[src/rtl/core/rhs_pkg.sv]
package rhs_pkg;

    // quotient bits of the hue offset: offset is at most 32, so six bits
    localparam int DIV_STEPS = 6;
    // front cell, one cell per quotient bit, colour cell
    localparam int STAGES = DIV_STEPS + 2;

    localparam logic [7:0] CHAN_MAX   = 8'd255;
    localparam logic [7:0] BASE_RED   = 8'd0;
    localparam logic [7:0] BASE_GREEN = 8'd64;
    localparam logic [7:0] BASE_BLUE  = 8'd128;
    localparam logic [9:0] HUE_FULL   = 10'd192;

    // ramp sectors, hue[7:5]
    localparam logic [2:0] SEC_RED_UP    = 3'd0;
    localparam logic [2:0] SEC_RED_DOWN  = 3'd1;
    localparam logic [2:0] SEC_GREEN_UP  = 3'd2;
    localparam logic [2:0] SEC_GREEN_DN  = 3'd3;
    localparam logic [2:0] SEC_BLUE_UP   = 3'd4;

    // operand set carried down the divider chain
    typedef struct packed {
        logic [7:0]           base;  // sector start on the hue scale
        logic                 neg;   // offset is subtracted from base
        logic [7:0]           dvs;   // max - min, never zero
        logic [8:0]           rem;   // partial remainder, pre-shifted
        logic [DIV_STEPS-1:0] quo;   // quotient bits found so far
    } div_t;

endpackage

[src/rtl/core/rhs_front.sv]
module rhs_front (
    input  logic              clk,
    input  logic              rst_n,
    input  logic              load,
    input  logic              valid_in,
    input  logic [7:0]        red_in,
    input  logic [7:0]        green_in,
    input  logic [7:0]        blue_in,
    output logic              valid_out,
    output rhs_pkg::div_t     d_out
);
    import rhs_pkg::*;

    logic       valid_reg;
    div_t       d_reg;
    div_t       d_next;
    logic [7:0] hi;
    logic [7:0] lo;
    logic [7:0] opa;
    logic [7:0] opb;
    logic [7:0] delta;

    always_comb
    begin
        hi = (red_in > green_in) ? red_in : green_in;
        hi = (hi > blue_in) ? hi : blue_in;
        lo = (red_in < green_in) ? red_in : green_in;
        lo = (lo < blue_in) ? lo : blue_in;
        delta = hi - lo;

        priority if (red_in >= green_in && red_in >= blue_in)
        begin
            d_next.base = BASE_RED;
            opa = green_in;
            opb = blue_in;
        end
        else if (green_in >= blue_in)
        begin
            d_next.base = BASE_GREEN;
            opa = blue_in;
            opb = red_in;
        end
        else
        begin
            d_next.base = BASE_BLUE;
            opa = red_in;
            opb = green_in;
        end

        // grey and black: red sector, zero difference, divisor forced to one
        d_next.neg = (opa < opb);
        d_next.rem = {1'b0, (opa < opb) ? (opb - opa) : (opa - opb)};
        d_next.dvs = (delta == 8'd0) ? 8'd1 : delta;
        d_next.quo = '0;
    end

    always_ff @(posedge clk or negedge rst_n)
    begin
        if (!rst_n)
        begin
            valid_reg <= 1'b0;
        end
        else if (load)
        begin
            valid_reg <= valid_in;
        end
    end

    always_ff @(posedge clk)
    begin
        if (load)
        begin
            d_reg <= d_next;
        end
    end

    assign valid_out = valid_reg;
    assign d_out     = d_reg;

endmodule

[src/rtl/core/rhs_div_cell.sv]
module rhs_div_cell (
    input  logic              clk,
    input  logic              rst_n,
    input  logic              load,
    input  logic              valid_in,
    input  rhs_pkg::div_t     d_in,
    output logic              valid_out,
    output rhs_pkg::div_t     d_out
);
    import rhs_pkg::*;

    logic       valid_reg;
    div_t       d_reg;
    div_t       d_next;
    logic       ge;
    logic [8:0] diff;

    // one restoring step: compare, subtract, shift for the next bit
    always_comb
    begin
        ge     = (d_in.rem >= {1'b0, d_in.dvs});
        diff   = ge ? (d_in.rem - {1'b0, d_in.dvs}) : d_in.rem;
        d_next = d_in;
        d_next.rem = {diff[7:0], 1'b0};
        d_next.quo = {d_in.quo[DIV_STEPS-2:0], ge};
    end

    always_ff @(posedge clk or negedge rst_n)
    begin
        if (!rst_n)
        begin
            valid_reg <= 1'b0;
        end
        else if (load)
        begin
            valid_reg <= valid_in;
        end
    end

    always_ff @(posedge clk)
    begin
        if (load)
        begin
            d_reg <= d_next;
        end
    end

    assign valid_out = valid_reg;
    assign d_out     = d_reg;

endmodule

[src/rtl/core/rhs_back.sv]
module rhs_back (
    input  logic              clk,
    input  logic              rst_n,
    input  logic              load,
    input  logic              valid_in,
    input  rhs_pkg::div_t     d_in,
    output logic              valid_out,
    output logic [7:0]        red_out,
    output logic [7:0]        green_out,
    output logic [7:0]        blue_out,
    output logic [7:0]        hue
);
    import rhs_pkg::*;

    logic       valid_reg;
    logic [7:0] red_reg;
    logic [7:0] green_reg;
    logic [7:0] blue_reg;
    logic [7:0] hue_reg;
    logic [7:0] red_next;
    logic [7:0] green_next;
    logic [7:0] blue_next;
    logic [7:0] hue_next;
    logic [9:0] hsum;
    logic [9:0] hwrap;
    logic [7:0] ramp;
    logic [7:0] fall;

    always_comb
    begin
        hsum = d_in.neg ? ({2'b00, d_in.base} - {{(10-DIV_STEPS){1'b0}}, d_in.quo})
                        : ({2'b00, d_in.base} + {{(10-DIV_STEPS){1'b0}}, d_in.quo});
        // negative hue wraps once around the circle
        hwrap    = hsum[9] ? (hsum + HUE_FULL) : hsum;
        hue_next = hwrap[7:0];

        ramp = {hue_next[4:0], 3'b000};
        fall = CHAN_MAX - ramp;

        unique case (hue_next[7:5])
            SEC_RED_UP:
            begin
                red_next = CHAN_MAX; green_next = ramp; blue_next = 8'd0;
            end
            SEC_RED_DOWN:
            begin
                red_next = fall; green_next = CHAN_MAX; blue_next = 8'd0;
            end
            SEC_GREEN_UP:
            begin
                red_next = 8'd0; green_next = CHAN_MAX; blue_next = ramp;
            end
            SEC_GREEN_DN:
            begin
                red_next = 8'd0; green_next = fall; blue_next = CHAN_MAX;
            end
            SEC_BLUE_UP:
            begin
                red_next = ramp; green_next = 8'd0; blue_next = CHAN_MAX;
            end
            default:
            begin
                red_next = CHAN_MAX; green_next = 8'd0; blue_next = fall;
            end
        endcase
    end

    always_ff @(posedge clk or negedge rst_n)
    begin
        if (!rst_n)
        begin
            valid_reg <= 1'b0;
        end
        else if (load)
        begin
            valid_reg <= valid_in;
        end
    end

    always_ff @(posedge clk)
    begin
        if (load)
        begin
            red_reg   <= red_next;
            green_reg <= green_next;
            blue_reg  <= blue_next;
            hue_reg   <= hue_next;
        end
    end

    assign valid_out = valid_reg;
    assign red_out   = red_reg;
    assign green_out = green_reg;
    assign blue_out  = blue_reg;
    assign hue       = hue_reg;

endmodule

[src/rtl/core/rgb_hue_saturate_unit.sv]
// each accepted input transaction passes the front cell, the divider cells and the colour cell to its output
// throughput: one pixel per cycle while out_stall is low, set by the chain of one-bit divider cells
// each stage advances when it is empty or its successor advances, so bubbles collapse
// reset: rst_n clears all stage valid flags asynchronously; pixel data is not reset
module rgb_hue_saturate_unit (
    input  logic       clk,
    input  logic       rst_n,
    input  logic       in_valid,
    output logic       in_stall,
    input  logic [7:0] red_in,
    input  logic [7:0] green_in,
    input  logic [7:0] blue_in,
    output logic       out_valid,
    input  logic       out_stall,
    output logic [7:0] red_out,
    output logic [7:0] green_out,
    output logic [7:0] blue_out,
    output logic [7:0] hue
);
    import rhs_pkg::*;

    // stage 0 is the front cell, stages 1..DIV_STEPS divide, last stage maps colour
    logic [STAGES-1:0] vld;
    logic [STAGES-1:0] adv;
    div_t              dat [0:STAGES-2];

    // advance chain from the output back to the input
    always_comb
    begin
        adv[STAGES-1] = !vld[STAGES-1] || !out_stall;
        for (int k = STAGES - 2; k >= 0; k--)
        begin
            adv[k] = !vld[k] || adv[k+1];
        end
    end

    // front cell: sector pick, signed difference, max - min
    rhs_front u_front (
        .clk       (clk),
        .rst_n     (rst_n),
        .load      (adv[0]),
        .valid_in  (in_valid),
        .red_in    (red_in),
        .green_in  (green_in),
        .blue_in   (blue_in),
        .valid_out (vld[0]),
        .d_out     (dat[0])
    );

    // one quotient bit per cell, msb first
    for (genvar i = 1; i <= DIV_STEPS; i++)
    begin : g_div
        rhs_div_cell u_cell (
            .clk       (clk),
            .rst_n     (rst_n),
            .load      (adv[i]),
            .valid_in  (vld[i-1]),
            .d_in      (dat[i-1]),
            .valid_out (vld[i]),
            .d_out     (dat[i])
        );
    end

    // hue assembly and ramp mapping, doubles as the output register
    rhs_back u_back (
        .clk       (clk),
        .rst_n     (rst_n),
        .load      (adv[STAGES-1]),
        .valid_in  (vld[STAGES-2]),
        .d_in      (dat[STAGES-2]),
        .valid_out (vld[STAGES-1]),
        .red_out   (red_out),
        .green_out (green_out),
        .blue_out  (blue_out),
        .hue       (hue)
    );

    // input transaction is held off only when the front cell is full and blocked
    assign in_stall  = !adv[0];
    assign out_valid = vld[STAGES-1];

endmodule

[config.mk]
export PLATFORM = sky130hd
export DESIGN_NAME = rgb_hue_saturate_unit
export DESIGN_NICKNAME = d
export VERILOG_FILES = /design/src/rtl/core/rhs_pkg.sv /design/src/rtl/core/rhs_front.sv /design/src/rtl/core/rhs_div_cell.sv /design/src/rtl/core/rhs_back.sv /design/src/rtl/core/rgb_hue_saturate_unit.sv
export SDC_FILE = /design/constraint.sdc
export NUM_CORES = 1
export LEC_CHECK = 0
export BUFFER_PORTS_ARGS = -buffer_cell sky130_fd_sc_hd__buf_4
export CAP_MARGIN = 20
export CORE_ASPECT_RATIO = 0.8
export CORE_MARGIN = 2
export CORE_UTILIZATION = 40
export DETAILED_ROUTE_END_ITERATION = 12
export PLACE_DENSITY = 0.6
export SLEW_MARGIN = 40
export SYNTH_ARGS = -nofsm -noshare
export SYNTH_HDL_FRONTEND = slang
export SYNTH_SLANG_ARGS = --single-unit
[constraint.sdc]
create_clock -name clk -period 3.2 [get_ports clk]
set_input_delay 0.64 -clock clk [delete_from_list [all_inputs] [get_ports clk]]
set_output_delay 0.64 -clock clk [all_outputs]
set_load 0.01 [all_outputs]
==> key figures, run 1 <==
Power and ir drop
  – Pwr dens: 991 mW/mm^2
  – Pleak: just over 6 nW
  – Total power draw: 13.8 mW
  – VDD IR max: ~0.00064 V

STA
  – Skew final: 0.0184 ns
  – RSZ-0062 raised after global routing: true
  – Final period util: 160%
  – Max-slew headroom: roughly 59%
  – Final setup vio count: 16
  – Hold Vio Cnt, Final: 0
  – Slew Limit Fails: 0
  – Tmin final: 5.13 ns
  – Final TNS setup: -19.89 ns
  – Final setup margin: -1.93 ns
  – Worst Tran Pin Value: 0.609 ns
  – Max frequency: a little under 200 MHz

Worst setup path
  – R2r worst-path depth: 11
  – Slowest cell on crit path: or4_4
  – Startpoint types: input pin
  – R2r setup slk: 0.23 ns
  – Req. time, crit path: ~3.5 ns
  – CP Capture Type: flop
  – CP dominant cell by count: a21oi_2
  – Worst r2r src: u_front.d_out[15]$_SDFFCE_PN1N_
  – Biggest cell delay along the critical path: 0.48 ns
  – Worst Path Max Fanout: 7
  – Reg-to-reg critical path endpoint: g_div[1].u_cell.d_out[11]$_DFFE_PP_
  – WP data arrival: 5.42 ns
  – WS Path Type: input pin to flop

Global routing
  – M2 GR Usage: 27.5%
  – Antenna violations before repair: 0
  – Pin count of the biggest net entering global routing: 28
  – Met1 Resource Use GR: 22.4%
  – Met3 usage: 2.56%
  – Total GRT Usage: 16.5%
  – GR peak layer: met2
  – Congestion Overflow GR: 0
  – First-pass GRT wire length: roughly 36 mm
  – Vias in the first global route: 7138

Hold path
  – HP Start: in_valid
  – HP Class: input pin to flop
  – Worst hold path depth: 2
  – Hold EP: u_front.valid_out$_DFFE_PN0N_

Die
  – Die width: around 190 um
  – Number of I/O pins: 62
  – Starting Density: 41.1%
  – Core area: 0.0255 sq mm
  – Die area: 0.0275 sq mm
  – Num rows: 52
  – Die Height: 149 um

Routing
  – DRC: 0
  – Final ANT Viol Nets: 0
  – Avg WL per Cell: ~15 um
  – Final WL: 22.4 mm
  – Vias: 7413
  – Via-to-Cell Ratio: between 4 and 5
  – DRT iter0 DRCs: 363
  – TritonRoute pass-1 iters: 5

Placed design
  – Placed Cells: 1437
  – PortBufs: between 60 and 70
  – Post-DP HPWL: 16.5 mm
  – GP Congestion: 0.820
  – Setup WS pre-CTS: -2.50 ns

Clock tree
  – Bufs on Longest Clock Path: 2
  – Clk_lat worst skew: 0.42 ns
  – Sink Count: 172
  – Clock transition at path regs: 0.07 ns
  – Clock H-tree levels: 4
  – CTS tree: done
  – Clock root cell: clkbuf_16
  – Num CTS Buffers: 17

Cells and area
  – Non-Filler Instances: ~1500
  – Fin util: 54.5%
  – Area Growth Syn to Fin: 32.4%
  – Largest register FFs: 119
  – Nets: between 1000 and 1500
  – Fill cells: 2147
  – Share of post-route cells with drive strength above 1: 32.8%
  – N_diodes: 0

Synthesis
  – Post-synthesis sequential area ratio: 48.9%
  – Synth unique cells: 57
  – Synth Register Bits: 172
  – Largest cells by area after synthesis: edfxtp_1 47%, ha_1 13%, a21oi_1 3.6%
  – Cell count after synthesis: 948
  – Mapped Avg Cell Area: 11.1 sq um
  – Largest area contributor in the netlist: edfxtp_1
  – Yosys top cell area share: 47.0%
  – Post-Syn Area: between 0.01 and 0.015 sq mm
  – Synth Flop Type: edfxtp_1
  – EDFF count, synth: 164
  – Asr flop ratio synth: 4.65%
  – Syn nets: 1093
  – Syn. warnings: 0

Outcome
  – Status: finished, violations left
  – Failing checks: setup timing

Run
  – Max Cap Viol: 0
[synthesized netlist by cell type (2+ instances only)]
| cell | number |
|---|---|
| nand3_1 | 12 |
| o31ai_1 | 3 |
| mux2_2 | 18 |
| buf_4 | 6 |
| nand2_1 | 44 |
| a211oi_1 | 9 |
| nor2b_1 | 22 |
| mux2_4 | 2 |
| and2_1 | 4 |
| o21ai_0 | 48 |
| a21oi_1 | 76 |
| clkbuf_1 | 13 |
| nand3b_1 | 2 |
| a31o_1 | 2 |
| ha_1 | 109 |
| nand2b_1 | 24 |
| and3_1 | 3 |
| edfxtp_1 | 164 |
| o21ai_1 | 5 |
| a21o_1 | 30 |
| a21boi_0 | 10 |
| nor3_1 | 8 |
| nor2_1 | 82 |
| a211o_1 | 3 |
| o21a_1 | 10 |
| nor2_2 | 2 |
| xor2_1 | 16 |
| buf_2 | 8 |
| nand4_1 | 7 |
| dfrtp_1 | 8 |
| fa_1 | 8 |
| o211ai_1 | 2 |
| a2bb2oi_1 | 4 |
| mux2i_1 | 31 |
| or3_1 | 4 |
| o21bai_1 | 4 |
| or2_2 | 3 |
| inv_1 | 99 |
| xnor2_1 | 25 |
[power by group]
part / internal (mW) / leakage (nW) / switching, mW
clock: 1.07 / 0.295 / 0.999
combinational: 3.41 / 3.99 / 3.60
sequential: 4.15 / 1.75 / 0.535
total: 8.63 / 6.04 / 5.14
[cell usage in the layout, fill, tap and decap left out, drive strengths merged, types with 4 or more instances in the layout]
cell,n
dfrtp,8
ha,109
a2bb2oi,4
a211oi,11
xnor2,25
o21bai,4
a21oi,77
buf,203
nand2,44
mux2i,31
nand4,7
a21o,30
or3,4
nor2,85
edfxtp,164
clkbuf,18
nor2b,23
o21a,10
a21boi,11
clkinv,6
mux2,20
inv,107
nand2b,24
and2,5
nand3,12
fa,8
o21ai,54
xor2,16
nor3,8
[through the flow]
stage,area [sq um],hold WS (ns)
6_report,13900,0.414
5_1_grt,13900,0.406
4_1_cts,13400,0.396
3_5_place_dp,12200,0.405
3_3_place_gp,12200,0.401
2_1_floorplan,10600,0.344
[repair_timing]
item,CTS,global route
resized for setup,83,91
cloned,2,1
hold buffers,1,0
buffers inserted,22,20
endpoints found under the hold margin,4,0
endpoints found under the setup margin,16,16
pin swaps,37,44
[per-layer routing]
metal	vias up	part of all wire, %
li1	3778	-
met1	3497	47
met2	121	48
met3	17	4.0
met4	0	0.73
met5	-	0
[worst max-delay path by stage]
stage / from / end / slack [ns]
floorplan: red_in[1] / u_front.d_out[15]$_SDFFCE_PN1N_ / -2.12
global route: green_in[7] / u_front.d_out[15]$_SDFFCE_PN1N_ / -2.04
CTS: green_in[7] / u_front.d_out[15]$_SDFFCE_PN1N_ / -1.80
detailed placement: green_in[1] / u_front.d_out[15]$_SDFFCE_PN1N_ / -2.50
global placement: green_in[1] / u_front.d_out[15]$_SDFFCE_PN1N_ / -2.36
finish: green_in[5] / u_front.d_out[15]$_SDFFCE_PN1N_ / -1.93
[worst max-delay path: cells and delay by family]
kind / cells / cell delay, ns
adders and majority gates: 4 / 1.08
buffers and inverters: 5 / 0.61
muxes: 1 / 0.33
AOI/OAI and AO/OA: 10 / 1.50
and+or+nand+nor: 7 / 1.23
[layout make-up]
type	instances	area [sq um]	share of cell area (%)
Timing Repair Buffer	205	1730	12.4
Sequential cell	172	5120	36.9
Clock inverter	15	190	1.37
Clock buffer	17	425	3.06
Tap cell	351	439	3.16
Multi-Input combinational cell	650	5590	40.2
Inverter	99	394	2.84
[cells by family (layout without fill, tap and decap cells)]
logic type	count (synthesis)	count (layout)	share of synthesized area [%]
compound gates	218	218	12.9
simple gates	222	223	10.1
xor+xnor	41	41	3.42
fa+ha+maj	117	117	14.5
mux	51	51	5.18
buf+inv	127	336	4.93
flops	172	172	48.9
No activity file was read; power rests on OpenSTA's default activity.
==> inputs of run 2 (changes only) <==
--- a/config.mk
+++ b/config.mk
@@ -11,7 +11,7 @@
 export CORE_MARGIN = 2
 export CORE_UTILIZATION = 40
 export DETAILED_ROUTE_END_ITERATION = 12
-export PLACE_DENSITY = 0.6
+export PLACE_DENSITY_LB_ADDON = 0.25
 export SLEW_MARGIN = 40
 export SYNTH_ARGS = -nofsm -noshare
 export SYNTH_HDL_FRONTEND = slang
==> run 2 against run 1 <==
  * The run still ends with setup timing left
  * Worst setup slack lost 0.068 ns
  * Combinational power is essentially flat
  * Die area is the same
  * Total power grew 0.35%
  * Sequential share of layout area grew 0.18 points
  * Flip-flop and latch count is the same
  * Critical path type unchanged
  * Largest cell class unchanged
==> key figures, run 2 (synthesized netlist as in run 1, its figures left out) <==
Routing
  – Final ANT Viol Nets: 0 (unchanged)
  – Final WL: 22.3 mm (about the same)
  – Vias: 7513 (+1.3%)
  – DRT iter0 DRCs: 414 (+14%)
  – DRC: 0 (unchanged)
  – Avg WL per Cell: 14.7 um (-0.58%)
  – Via-to-Cell Ratio: 4.95 (+0.81%)
  – TritonRoute pass-1 iters: 5 (unchanged)

STA
  – Worst Tran Pin Value: 0.636 ns (+0.0268 ns)
  – Tmin final: 5.20 ns (+0.0683 ns)
  – RSZ-0062 raised after global routing: true
  – Final setup margin: -2.00 ns (-0.0683 ns)
  – Max-slew headroom: 57.5% (-1.8 points)
  – Max frequency: 192 MHz (-1.3%)
  – Slew Limit Fails: 0 (unchanged)
  – Final setup vio count: 16 (unchanged)
  – Final period util: 162% (+2.1 points)
  – Hold Vio Cnt, Final: 0 (unchanged)
  – Skew final: 0.0112 ns (-0.00726 ns)
  – Final TNS setup: -21.25 ns (-1.36 ns)

Cells and area
  – Fill cells: 2139 (-0.37%)
  – Fin util: 54.2% (-0.27 points)
  – Area Growth Syn to Fin: 31.8%
  – Largest register FFs: 119 (unchanged)
  – Non-Filler Instances: 1517 (+0.53%)
  – Nets: 1298 (+0.62%)
  – Most frequent cells in the layout: 178 x buf_4, 164 x edfxtp_1, 90 x ha_1
  – Share of post-route cells with drive strength above 1: 31.8% (-1.0 points)
  – N_diodes: 0 (unchanged)
  – Leading cell type in the layout, fill and taps excluded: buf_4

Global routing
  – Total GRT Usage: 16.6% (+0.084 points)
  – Antenna violations before repair: 0 (unchanged)
  – Pin count of the biggest net entering global routing: 29 (+3.6%)
  – First-pass GRT wire length: 36.0 mm (+0.99%)
  – Congestion Overflow GR: 0 (unchanged)
  – Vias in the first global route: 7402 (+3.7%)

Placed design
  – GP Congestion: 0.882 (+7.6%)
  – Placed Cells: 1445 (+0.56%)
  – Post-DP HPWL: 16.5 mm (+0.36%)
  – PortBufs: 61 (unchanged)
  – Setup WS pre-CTS: -2.57 ns (-0.0756 ns)

Worst setup path
  – CP Buf/Inv Count: 4 (-1)
  – Req. time, crit path: 3.49 ns (about the same)
  – WS Path Type: input pin to flop
  – Worst path cell trace: buf_6 > ha_4 > nand4_1 > or3_4 > o21ai_4 > buf_6 > buf_4 > mux2_4 > ha_4 > nand3_4 > or3_4 > o31ai_4 > buf_6 > nor2_4 > a21o_1 > fa_2 > nor2b_2 > o21ai_2 > a21oi_2 > nor2_2 > or4_4 > or3_1 > a211o_1 > nand3_2
  – Critical path startpoint: red_in[7]
  – CP dominant cell by count: buf_6
  – Worst r2r src: u_front.d_out[15]$_SDFFCE_PN1N_
  – Worst Path Max Fanout: 7 (unchanged)
  – Biggest cell delay along the critical path: 0.49 ns (about the same)
  – Kind of cell adding the most delay to the critical path: simple AND/OR/NAND/NOR gates
  – CP Capture Type: flop
  – Slowest cell on crit path: or4_4
  – WP data arrival: 5.48 ns (+0.06 ns)
  – Startpoint types: input pin

Die
  – Num rows: 52 (unchanged)
  – Die area: 0.0275 sq mm (unchanged)
  – Die Height: 149 um (unchanged)
  – Core area: 0.0255 sq mm (unchanged)
  – Starting Density: 41.1% (unchanged)
  – Die width: 185 um (unchanged)
  – Number of I/O pins: 62 (unchanged)

Clock tree
  – Clock transition at path regs: 0.07 ns (about the same)
  – Clk_lat worst skew: 0.42 ns (about the same)
  – Clock H-tree levels: 4 (unchanged)
  – Hold buffer count at cts: 0 (-1)
  – Num CTS Buffers: 17 (unchanged)
  – Bufs on Longest Clock Path: 2 (unchanged)
  – CTS tree: done
  – Sink Count: 172 (unchanged)
  – Clock root cell: clkbuf_16

Run
  – Max Cap Viol: 0 (unchanged)

Power and ir drop
  – VDD IR max: 0.000499 V (-22%)
  – Pleak: 6.04 nW (+0.15%)
  – Pwr dens: 1000 mW/mm^2 (+0.85%)

Outcome
  – Failing checks: setup timing
  – Status: finished, violations left

Hold path
  – HP Class: input pin to asynchronous set/reset pin
[run 2: cell type report]
class                      count  area, sq um  area share (%)
multi-input combinational    649         5480            39.7
sequential                   172         5120            37.1
inverter                      99          392            2.83
timing repair buffer         214         1780            12.9
clock inverter                14          175            1.27
tap                          351          439            3.18
clock buffer                  18          429            3.10
[run 2: worst reg2reg max path, delay by kind of cell, from the launching register on]
| family | cells | cell delay, ns |
|---|---|---|
| adder cells (fa/ha/maj) | 2 | 0.65 |
| flip-flops | 1 | 0.46 |
| AND/OR/NAND/NOR | 3 | 0.66 |
| multiplexers | 1 | 0.41 |
| AO/OA/AOI/OAI | 5 | 0.59 |
[run 2: repair_timing]
item                                    in CTS  in global routing
endpoints found under the setup margin      16                 16
pin swaps                                   49                 42
gates resized for setup                     97                 55
buffers inserted                            40                 15
[run 2: path summary, 6_finish.rpt]
| path | slack (ns) | cells after the start | to |
|---|---|---|---|
| max | -2.00 | 24 | u_front.d_out[15]$_SDFFCE_PN1N_ |
| min | 0.02 | 1 | g_div[6].u_cell.valid_out$_DFFE_PN0P_ |
| max reg2reg | 0.19 | 11 | g_div[1].u_cell.d_out[13]$_DFFE_PP_ |
| min reg2reg | 0.42 | 0 | g_div[5].u_cell.d_out[30]$_DFFE_PP_ |
| max in group asynchronous | 3.04 | 1 | g_div[2].u_cell.valid_out$_DFFE_PN0P_ |
| min in group clk | 0.41 | 2 | u_front.valid_out$_DFFE_PN0N_ |
[run 2: per-layer routing]
| layer | share of wire [%] | global-route usage [%] | wire length (um) | vias to the layer above |
|---|---|---|---|---|
| met5 | 0 | 0 | 0 | - |
| met4 | 0.96 | 4.13 | 215 | 0 |
| met3 | 3.1 | 3.05 | 699 | 19 |
| met2 | 48 | 28.1 | 10700 | 134 |
| met1 | 48 | 21.9 | 10800 | 3572 |
| li1 | - | - | - | 3788 |
[run 2: per-stage QoR]
| stage | hold WS [ns] | area [sq um] | power [mW] |
|---|---|---|---|
| floorplan | 0.344 | 10600 | 9.34 |
| global placement | 0.402 | 12200 | 11.1 |
| detailed placement | 0.405 | 12300 | 11.3 |
| CTS | 0.00225 | 13600 | 13.9 |
| global route | 0.00224 | 13800 | 15.0 |
| finish | 0.0228 | 13800 | 13.8 |
[run 2: where the power goes]
group,internal [mW],switching (mW)
combinational,3.41,3.62
sequential,4.15,0.545
clock,1.18,0.906
total,8.75,5.07
